[src/hdl/mbe_pkg.sv]
// Shared types and constants for the Mandelbrot escape-time block.
// No dependencies; imported by every module under hdl/.
package mbe_pkg;

	localparam int CFG_W     = 32;  // configuration write data width
	localparam int CFG_IDX_W = 3;   // configuration register index width
	localparam int STEP_W    = 31;  // per-pixel step registers
	localparam int THR_W     = 4;   // escape threshold, integer part
	localparam int COUNT_W   = 16;  // iteration count / limit

	// Configuration register indexes
	localparam logic [CFG_IDX_W-1:0] REG_REAL_MIN  = 3'd0;
	localparam logic [CFG_IDX_W-1:0] REG_REAL_STEP = 3'd1;
	localparam logic [CFG_IDX_W-1:0] REG_IMAG_MIN  = 3'd2;
	localparam logic [CFG_IDX_W-1:0] REG_IMAG_STEP = 3'd3;
	localparam logic [CFG_IDX_W-1:0] REG_THRESHOLD = 3'd4;
	localparam logic [CFG_IDX_W-1:0] REG_ITER_LIM  = 3'd5;

	// Reset values: view of [-2.0, ..] x [-1.5, ..] in Q4.28, |z|^2 bound 4, 256 iterations
	localparam logic [CFG_W-1:0]   RST_REAL_MIN  = 32'hE000_0000;
	localparam logic [STEP_W-1:0]  RST_REAL_STEP = 31'h0004_0000;
	localparam logic [CFG_W-1:0]   RST_IMAG_MIN  = 32'hE800_0000;
	localparam logic [STEP_W-1:0]  RST_IMAG_STEP = 31'h0003_0000;
	localparam logic [THR_W-1:0]   RST_THRESHOLD = 4'd4;
	localparam logic [COUNT_W-1:0] RST_ITER_LIM  = 16'd256;

	// Control word of a request travelling along the cell chain
	typedef struct packed {
		logic               valid;
		logic               done;   // finished; count holds the answer
		logic [COUNT_W-1:0] count;
	} mbe_ctl_t;

endpackage

[src/hdl/mbe_coord.sv]
// Pixel index to fixed-point coordinate: min + index * step, saturated.
// Depends on mbe_pkg.
module mbe_coord
	import mbe_pkg::*;
#(
	parameter int FIXED_WIDTH = 32,
	parameter int COORD_BITS  = 12
) (
	input  logic                          clk,
	input  logic                          load,
	input  logic signed [CFG_W-1:0]       cmin,
	input  logic        [STEP_W-1:0]      step,
	input  logic        [COORD_BITS-1:0]  idx,
	output logic signed [FIXED_WIDTH-1:0] coord
);

	localparam int W     = FIXED_WIDTH;
	localparam int PROD_W = COORD_BITS + STEP_W;
	localparam int SUM_W = (W > PROD_W + 2) ? W : PROD_W + 2;
	localparam logic signed [SUM_W-1:0] CMAX = $signed({{(SUM_W-W+1){1'b0}}, {(W-1){1'b1}}});
	localparam logic signed [SUM_W-1:0] CMIN = $signed({{(SUM_W-W+1){1'b1}}, {(W-1){1'b0}}});

	logic        [PROD_W-1:0] prod;
	logic signed [SUM_W-1:0]  sum;
	logic signed [W-1:0]      coord_nxt;
	logic signed [W-1:0]      coord_q;

	always_comb begin
		prod = PROD_W'(idx) * PROD_W'(step);
		sum  = SUM_W'(cmin) + $signed(SUM_W'(prod));
		if (sum > CMAX) begin
			coord_nxt = CMAX[W-1:0];
		end else if (sum < CMIN) begin
			coord_nxt = CMIN[W-1:0];
		end else begin
			coord_nxt = sum[W-1:0];
		end
	end

	always_ff @(posedge clk) begin
		if (load) begin
			coord_q <= coord_nxt;
		end
	end

	assign coord = coord_q;

endmodule

[config.mk]
export PLATFORM = sky130hd
export DESIGN_NAME = mbe_coord
export DESIGN_NICKNAME = d
export VERILOG_FILES = /design/src/hdl/mbe_pkg.sv /design/src/hdl/mbe_coord.sv
export SDC_FILE = /design/constraint.sdc
export NUM_CORES = 1
export LEC_CHECK = 0
export BUFFER_PORTS_ARGS = -buffer_cell sky130_fd_sc_hd__buf_2
export CAP_MARGIN = 20
export CORE_ASPECT_RATIO = 0.75
export CORE_MARGIN = 2
export CORE_UTILIZATION = 25
export CTS_CLUSTER_DIAMETER = 30
export DETAILED_ROUTE_END_ITERATION = 12
export HOLD_SLACK_MARGIN = 0.03
export PLACE_DENSITY = 0.48
export SLEW_MARGIN = 40
export SYNTH_ARGS = -nofsm -noshare
export SYNTH_HDL_FRONTEND = slang
export SYNTH_SLANG_ARGS = --single-unit
[constraint.sdc]
create_clock -name clk -period 12.8 [get_ports clk]
set_input_delay 0.64 -clock clk [delete_from_list [all_inputs] [get_ports clk]]
set_output_delay 0.64 -clock clk [all_outputs]
set_load 0.005 [all_outputs]
==> results of run 1 <==
## placed cells by master (no fill, tap or decap), types with 39 or more instances in the layout
cell type	Yosys	final
xnor2_1	49	49
o21ai_0	39	39
nand2_1	333	333
ha_1	126	126
inv_1	358	358
nor2_1	57	57
fa_1	291	291
a21oi_1	115	115
and2_1	111	111
buf_2	7	108
## cells by family after synthesis
| family | after synthesis | synth area share (%) |
|---|---|---|
| and+or+nand+nor | 609 | 18.6 |
| buffers and inverters | 446 | 11.1 |
| adders and majority gates | 417 | 47.6 |
| AOI/OAI and AO/OA | 297 | 12.5 |
| xor gates and xnor gates | 70 | 3.94 |
| DFF | 32 | 6.18 |
| muxes | 1 | 0.0644 |
## stage by stage
stage	util (%)	setup slack, ns
2_1_floorplan	-	4.18
3_3_place_gp	27.1	1.64
3_5_place_dp	27.1	2.06
4_1_cts	27.4	2.33
5_1_grt	27.4	1.71
6_report	27.4	2.33
## path summary, 6_finish.rpt
check,endpoint,cells after the start
max,coord[0]$_SDFFCE_PN1P_,32
min,coord[0]$_SDFFCE_PN1P_,4
## layer usage
| layer | part of all wire, % | routed length (µm) | up-vias | track usage [%] |
|---|---|---|---|---|
| li1 | - | - | 5952 | - |
| met5 | 0 | 0 | - | 0 |
| met4 | 0.78 | 354 | 0 | 1.55 |
| met1 | 48 | 21900 | 6423 | 20.2 |
| met3 | 2.6 | 1170 | 24 | 0.424 |
| met2 | 49 | 22100 | 208 | 25.1 |
## cell type report
class	instances	area, µm²
Sequential cell	32	961
Multi-Input combinational cell	1394	12900
Fill cell	6649	44800
Inverter	359	1350
Timing Repair Buffer	111	571
Tap cell	810	1010
Clock inverter	2	35.0
Clock buffer	6	129
==> impl_metrics.env, run 1 <==
export IMPL_outcome="finished clean"
export IMPL_hold_class="input port to flip-flop"
export IMPL_dieWidth_um=292
export IMPL_arrival_ns=10.60
export IMPL_largest_register_ffs=32
export IMPL_critPathCaptureType="flip-flop"
export IMPL_tns_ns=0
export IMPL_synth_area_leaders="fa_1, ha_1, inv_1, nand2_1, edfxtp_1"
export IMPL_wl_per_cell_um=16.8
export IMPL_cts_hold_buf=0
export IMPL_placedCellCount=2706
export IMPL_grt_max_degree=33
export IMPL_worst_path_max_fanout=31
export IMPL_finalSetupViolCount=0
export IMPL_clk_path_buf_depth=2
export IMPL_numClockSinks=32
export IMPL_fin_cells=2714
export IMPL_tritoncts="built"
export IMPL_ys_warn_count=0
export IMPL_synth_edf_count=32
export IMPL_die_area_um2=64300
export IMPL_netlist_area_um2=15600
export IMPL_period_share_pct=81.8
export IMPL_holdWs_ns=0.846
export IMPL_slew_headroom_pct=46.1
export IMPL_worst_slew_pin_slew_ns=0.806
export IMPL_yosysSeqAreaShare_pct=6.18
export IMPL_dp_hpwl_um=37800
export IMPL_rsz0062_at_grt="no"
export IMPL_avgSynthCellArea_um2=8.31
export IMPL_synthCells=1872
export IMPL_ys_types=77
export IMPL_vias=12600
export IMPL_wl_um=45600
export IMPL_path_class="input port to flip-flop"
export IMPL_via_per_inst=4.65
export IMPL_hold_path_startpoint="cmin[0]"
export IMPL_path_delay_family="adder cells"
export IMPL_die_y_um=220
export IMPL_grtUsageTotal_pct=14.3
export IMPL_slowest_delay_ns=0.72
export IMPL_cap_violations=0
export IMPL_antenna_cells=0
export IMPL_synthTopCellsByCount="inv_1, nand2_1, fa_1"
export IMPL_grt_pass1_vias=13300
export IMPL_ant_nets=0
export IMPL_first_pass_iters=5
export IMPL_cts_setup_buffers=0
export IMPL_layout_drive_gt1_share_pct=7.72
export IMPL_io_buffers=108
export IMPL_gp_congestion=0.824
export IMPL_post_cts_resized=0
export IMPL_grt_overflow=0
export IMPL_post_synth_top_area_cell="fa_1"
export IMPL_min_period_ns=10.47
export IMPL_crit_path_start_kind="input port"
export IMPL_cts_buffers=5
export IMPL_crit_buf_inv=6
export IMPL_cts_root_buf="clkbuf_16"
export IMPL_hold_viol=0
export IMPL_final_area_um2=17000
export IMPL_synth_seq_cells=32
export IMPL_drt_initial_drc_count=664
export IMPL_syn_to_final_growth_pct=8.98
export IMPL_start_util_pct=25.2
export IMPL_core_area_um2=61800
export IMPL_synthMostInstantiatedCell="inv_1"
export IMPL_drc_errors=0
export IMPL_htreeDepth=2
export IMPL_synth_nets=2366
export IMPL_io_pins=109
export IMPL_post_dp_cell_area_um2=16800
export IMPL_worst_ep_required_time_ns=12.93
export IMPL_clk_pin_slew_worst_paths_ns=0.05
export IMPL_synth_top_area_share_pct=37.5
export IMPL_antenna_found_initial=0
export IMPL_async_flop_share_pct=0
export IMPL_fin_nets=2397
export IMPL_synthFlopType="edfxtp_1"
export IMPL_drv_slew=0
export IMPL_fmax_ghz=0.0955
export IMPL_cp_common_cell="fa_1"
export IMPL_grt_pass1_wl_um=73000
export IMPL_cp_startpoint="idx[6]"
export IMPL_rows=79
export IMPL_slowest_stage="nor4_1"
Power of run 1 is left out: the tool's default activity adds up to more than one toggle a clock period on the data nets, which glitch-free logic cannot reach.
==> inputs of run 2 (changes only) <==
ABC_AREA = 1   (was unset)
clock period = 10.62 ns   (was 12.8 ns; I/O delays follow)
==> run 2 against run 1 <==
Sequential share of layout area is 0.37 points lower; final cell count increased by 23%; sequential cell count unchanged; non-clock buffer count fell by 1; worst setup slack worse by 0.21 ns; first-iteration DRC count increased by 13%; area after synthesis is 7.1% higher; worst hold slack got worse by 0.19 ns; synthesized cell count is 29% higher; critical path depth up 4; die area is 6.9% higher; critical path type unchanged; largest cell class unchanged.
==> impl_metrics.env, run 2 <==
export IMPL_synth_edf_count=32
export IMPL_clk_pin_slew_worst_paths_ns=0.06
export IMPL_dieWidth_um=302
export IMPL_synth_seq_cells=32
export IMPL_netlist_area_um2=16700
export IMPL_numClockSinks=32
export IMPL_outcome="finished clean"
export IMPL_crit_path_start_kind="input port"
export IMPL_drc_errors=0
export IMPL_hold_class="input port to flip-flop"
export IMPL_worst_slew_pin_slew_ns=0.842
export IMPL_drt_initial_drc_count=752
export IMPL_start_util_pct=25.4
export IMPL_via_per_inst=4.26
export IMPL_final_common_cell="nand2_1"
export IMPL_core_area_um2=65600
export IMPL_fin_cells=3333
export IMPL_synthMostInstantiatedCell="nand2_1"
export IMPL_ys_warn_count=0
export IMPL_regArea_um2=961
export IMPL_fin_nets=2955
export IMPL_period_share_pct=80.1
export IMPL_rows=81
export IMPL_syn_to_final_growth_pct=8.99
export IMPL_grtUsageTotal_pct=15.3
export IMPL_wl_um=50000
export IMPL_avgSynthCellArea_um2=6.89
export IMPL_placedCellCount=3323
export IMPL_ys_types=34
export IMPL_synth_top_area_share_pct=35.0
export IMPL_layout_drive_gt1_share_pct=6.70
export IMPL_grt_most_used_layer="met2"
export IMPL_grtUsageMet1_pct=22.5
export IMPL_gp_congestion=0.918
export IMPL_clk_path_buf_depth=2
export IMPL_worst_ep_required_time_ns=10.65
export IMPL_final_util_pct=27.7
export IMPL_antenna_found_initial=0
export IMPL_worst_path_max_fanout=31
export IMPL_synthCells=2418
export IMPL_grt_max_degree=33
export IMPL_slowest_stage="buf_2"
export IMPL_cts_root_buf="clkbuf_16"
export IMPL_grt_overflow=0
export IMPL_slew_headroom_pct=43.8
export IMPL_grt_pass1_vias=14900
export IMPL_cap_violations=0
export IMPL_crit_buf_inv=5
export IMPL_ant_nets=0
export IMPL_cts_setup_buffers=0
export IMPL_dp_hpwl_um=41900
export IMPL_holdWs_ns=0.653
export IMPL_yosysSeqAreaShare_pct=5.77
export IMPL_grt_pass1_wl_um=82400
export IMPL_htreeDepth=2
export IMPL_wl_per_cell_um=15.0
export IMPL_fmax_ghz=0.118
export IMPL_path_class="input port to flip-flop"
export IMPL_arrival_ns=8.53
export IMPL_io_buffers=108
export IMPL_slowest_delay_ns=0.58
export IMPL_post_cts_resized=0
export IMPL_die_y_um=228
export IMPL_first_pass_iters=5
export IMPL_multi_input_area_um2=13000
export IMPL_die_area_um2=68700
export IMPL_tritoncts="built"
export IMPL_largest_register_ffs=32
export IMPL_mostFrequentLayoutCells="nand2_1, inv_1, fa_1"
export IMPL_cp_common_cell="nand2_1"
export IMPL_cts_buffers=5
export IMPL_path_delay_family="adder cells"
export IMPL_vias=14200
export IMPL_drv_slew=0
export IMPL_post_synth_top_area_cell="fa_1"
export IMPL_synth_nets=2912
export IMPL_min_period_ns=8.50
export IMPL_synthFlopType="edfxtp_1"
export IMPL_use_met3_pct=1.46
export IMPL_antenna_cells=0
export IMPL_async_flop_share_pct=0
export IMPL_synthTopCellsByCount="nand2_1, inv_1, fa_1"
export IMPL_tns_ns=0
export IMPL_synth_area_leaders="fa_1, nand2_1, inv_1, ha_1, edfxtp_1"
export IMPL_io_pins=109
export IMPL_fill_cells=7320
export IMPL_met2_usage_pct=25.0
export IMPL_rsz0062_at_grt="no"
export IMPL_cts_hold_buf=0
export IMPL_critPathCaptureType="flip-flop"
export IMPL_hold_viol=0
export IMPL_finalSetupViolCount=0
==> run 2: cell types whose count changed in the layout (fill, tap and decap cells not counted), sizes merged, moves of 13 or more <==
| cell | change |
|---|---|
| a211oi | -13 |
| a21o | -23 |
| a21oi | -42 |
| and2 | -111 |
| inv | +276 |
| nand2 | +528 |
| nand3 | +23 |
| nor2 | +63 |
| o211ai | -15 |
| o21ai | -25 |
| xnor2 | -30 |
| xor2 | +27 |
==> run 2: path summary, 6_finish.rpt <==
| path | endpoint | depth (start not counted) | start | slack [ns] |
|---|---|---|---|---|
| max | coord[13]$_SDFFCE_PN1P_ | 36 | idx[8] | 2.12 |
| min | coord[0]$_SDFFCE_PN1P_ | 4 | cmin[0] | 0.65 |
==> run 2: layer usage <==
metal / wire (µm) / vias up
met5: 0 / -
met4: 425 / 0
met3: 2110 / 25
met2: 22100 / 319
met1: 25400 / 6797
li1: - / 7064
==> run 2: kinds of logic after synthesis <==
logic type / count (synthesis) / synth area share [%]
XOR/XNOR: 67 / 3.52
AND/OR/NAND/NOR: 1059 / 25.5
buffers and inverters: 711 / 16.3
AO/OA/AOI/OAI: 132 / 4.44
flip-flops: 32 / 5.77
adder cells (fa/ha/maj): 417 / 44.5
==> run 2: cell type report <==
cell class	instances	share of cell area, %
clock buffer	5	0.689
inverter	637	13.2
tap	871	6.00
multi-input combinational	1675	71.5
sequential	32	5.29
timing repair buffer	110	3.23
clock inverter	3	0.103
==> run 2: through the flow <==
step / instance area [µm²] / setup WS, ns
floorplan: 16700 / 3.49
global placement: 18000 / 1.72
detailed placement: 18000 / 1.68
CTS: 18100 / 1.96
global route: 18100 / 1.32
finish: 18100 / 2.12
Power of run 2 is left out for the same reason.
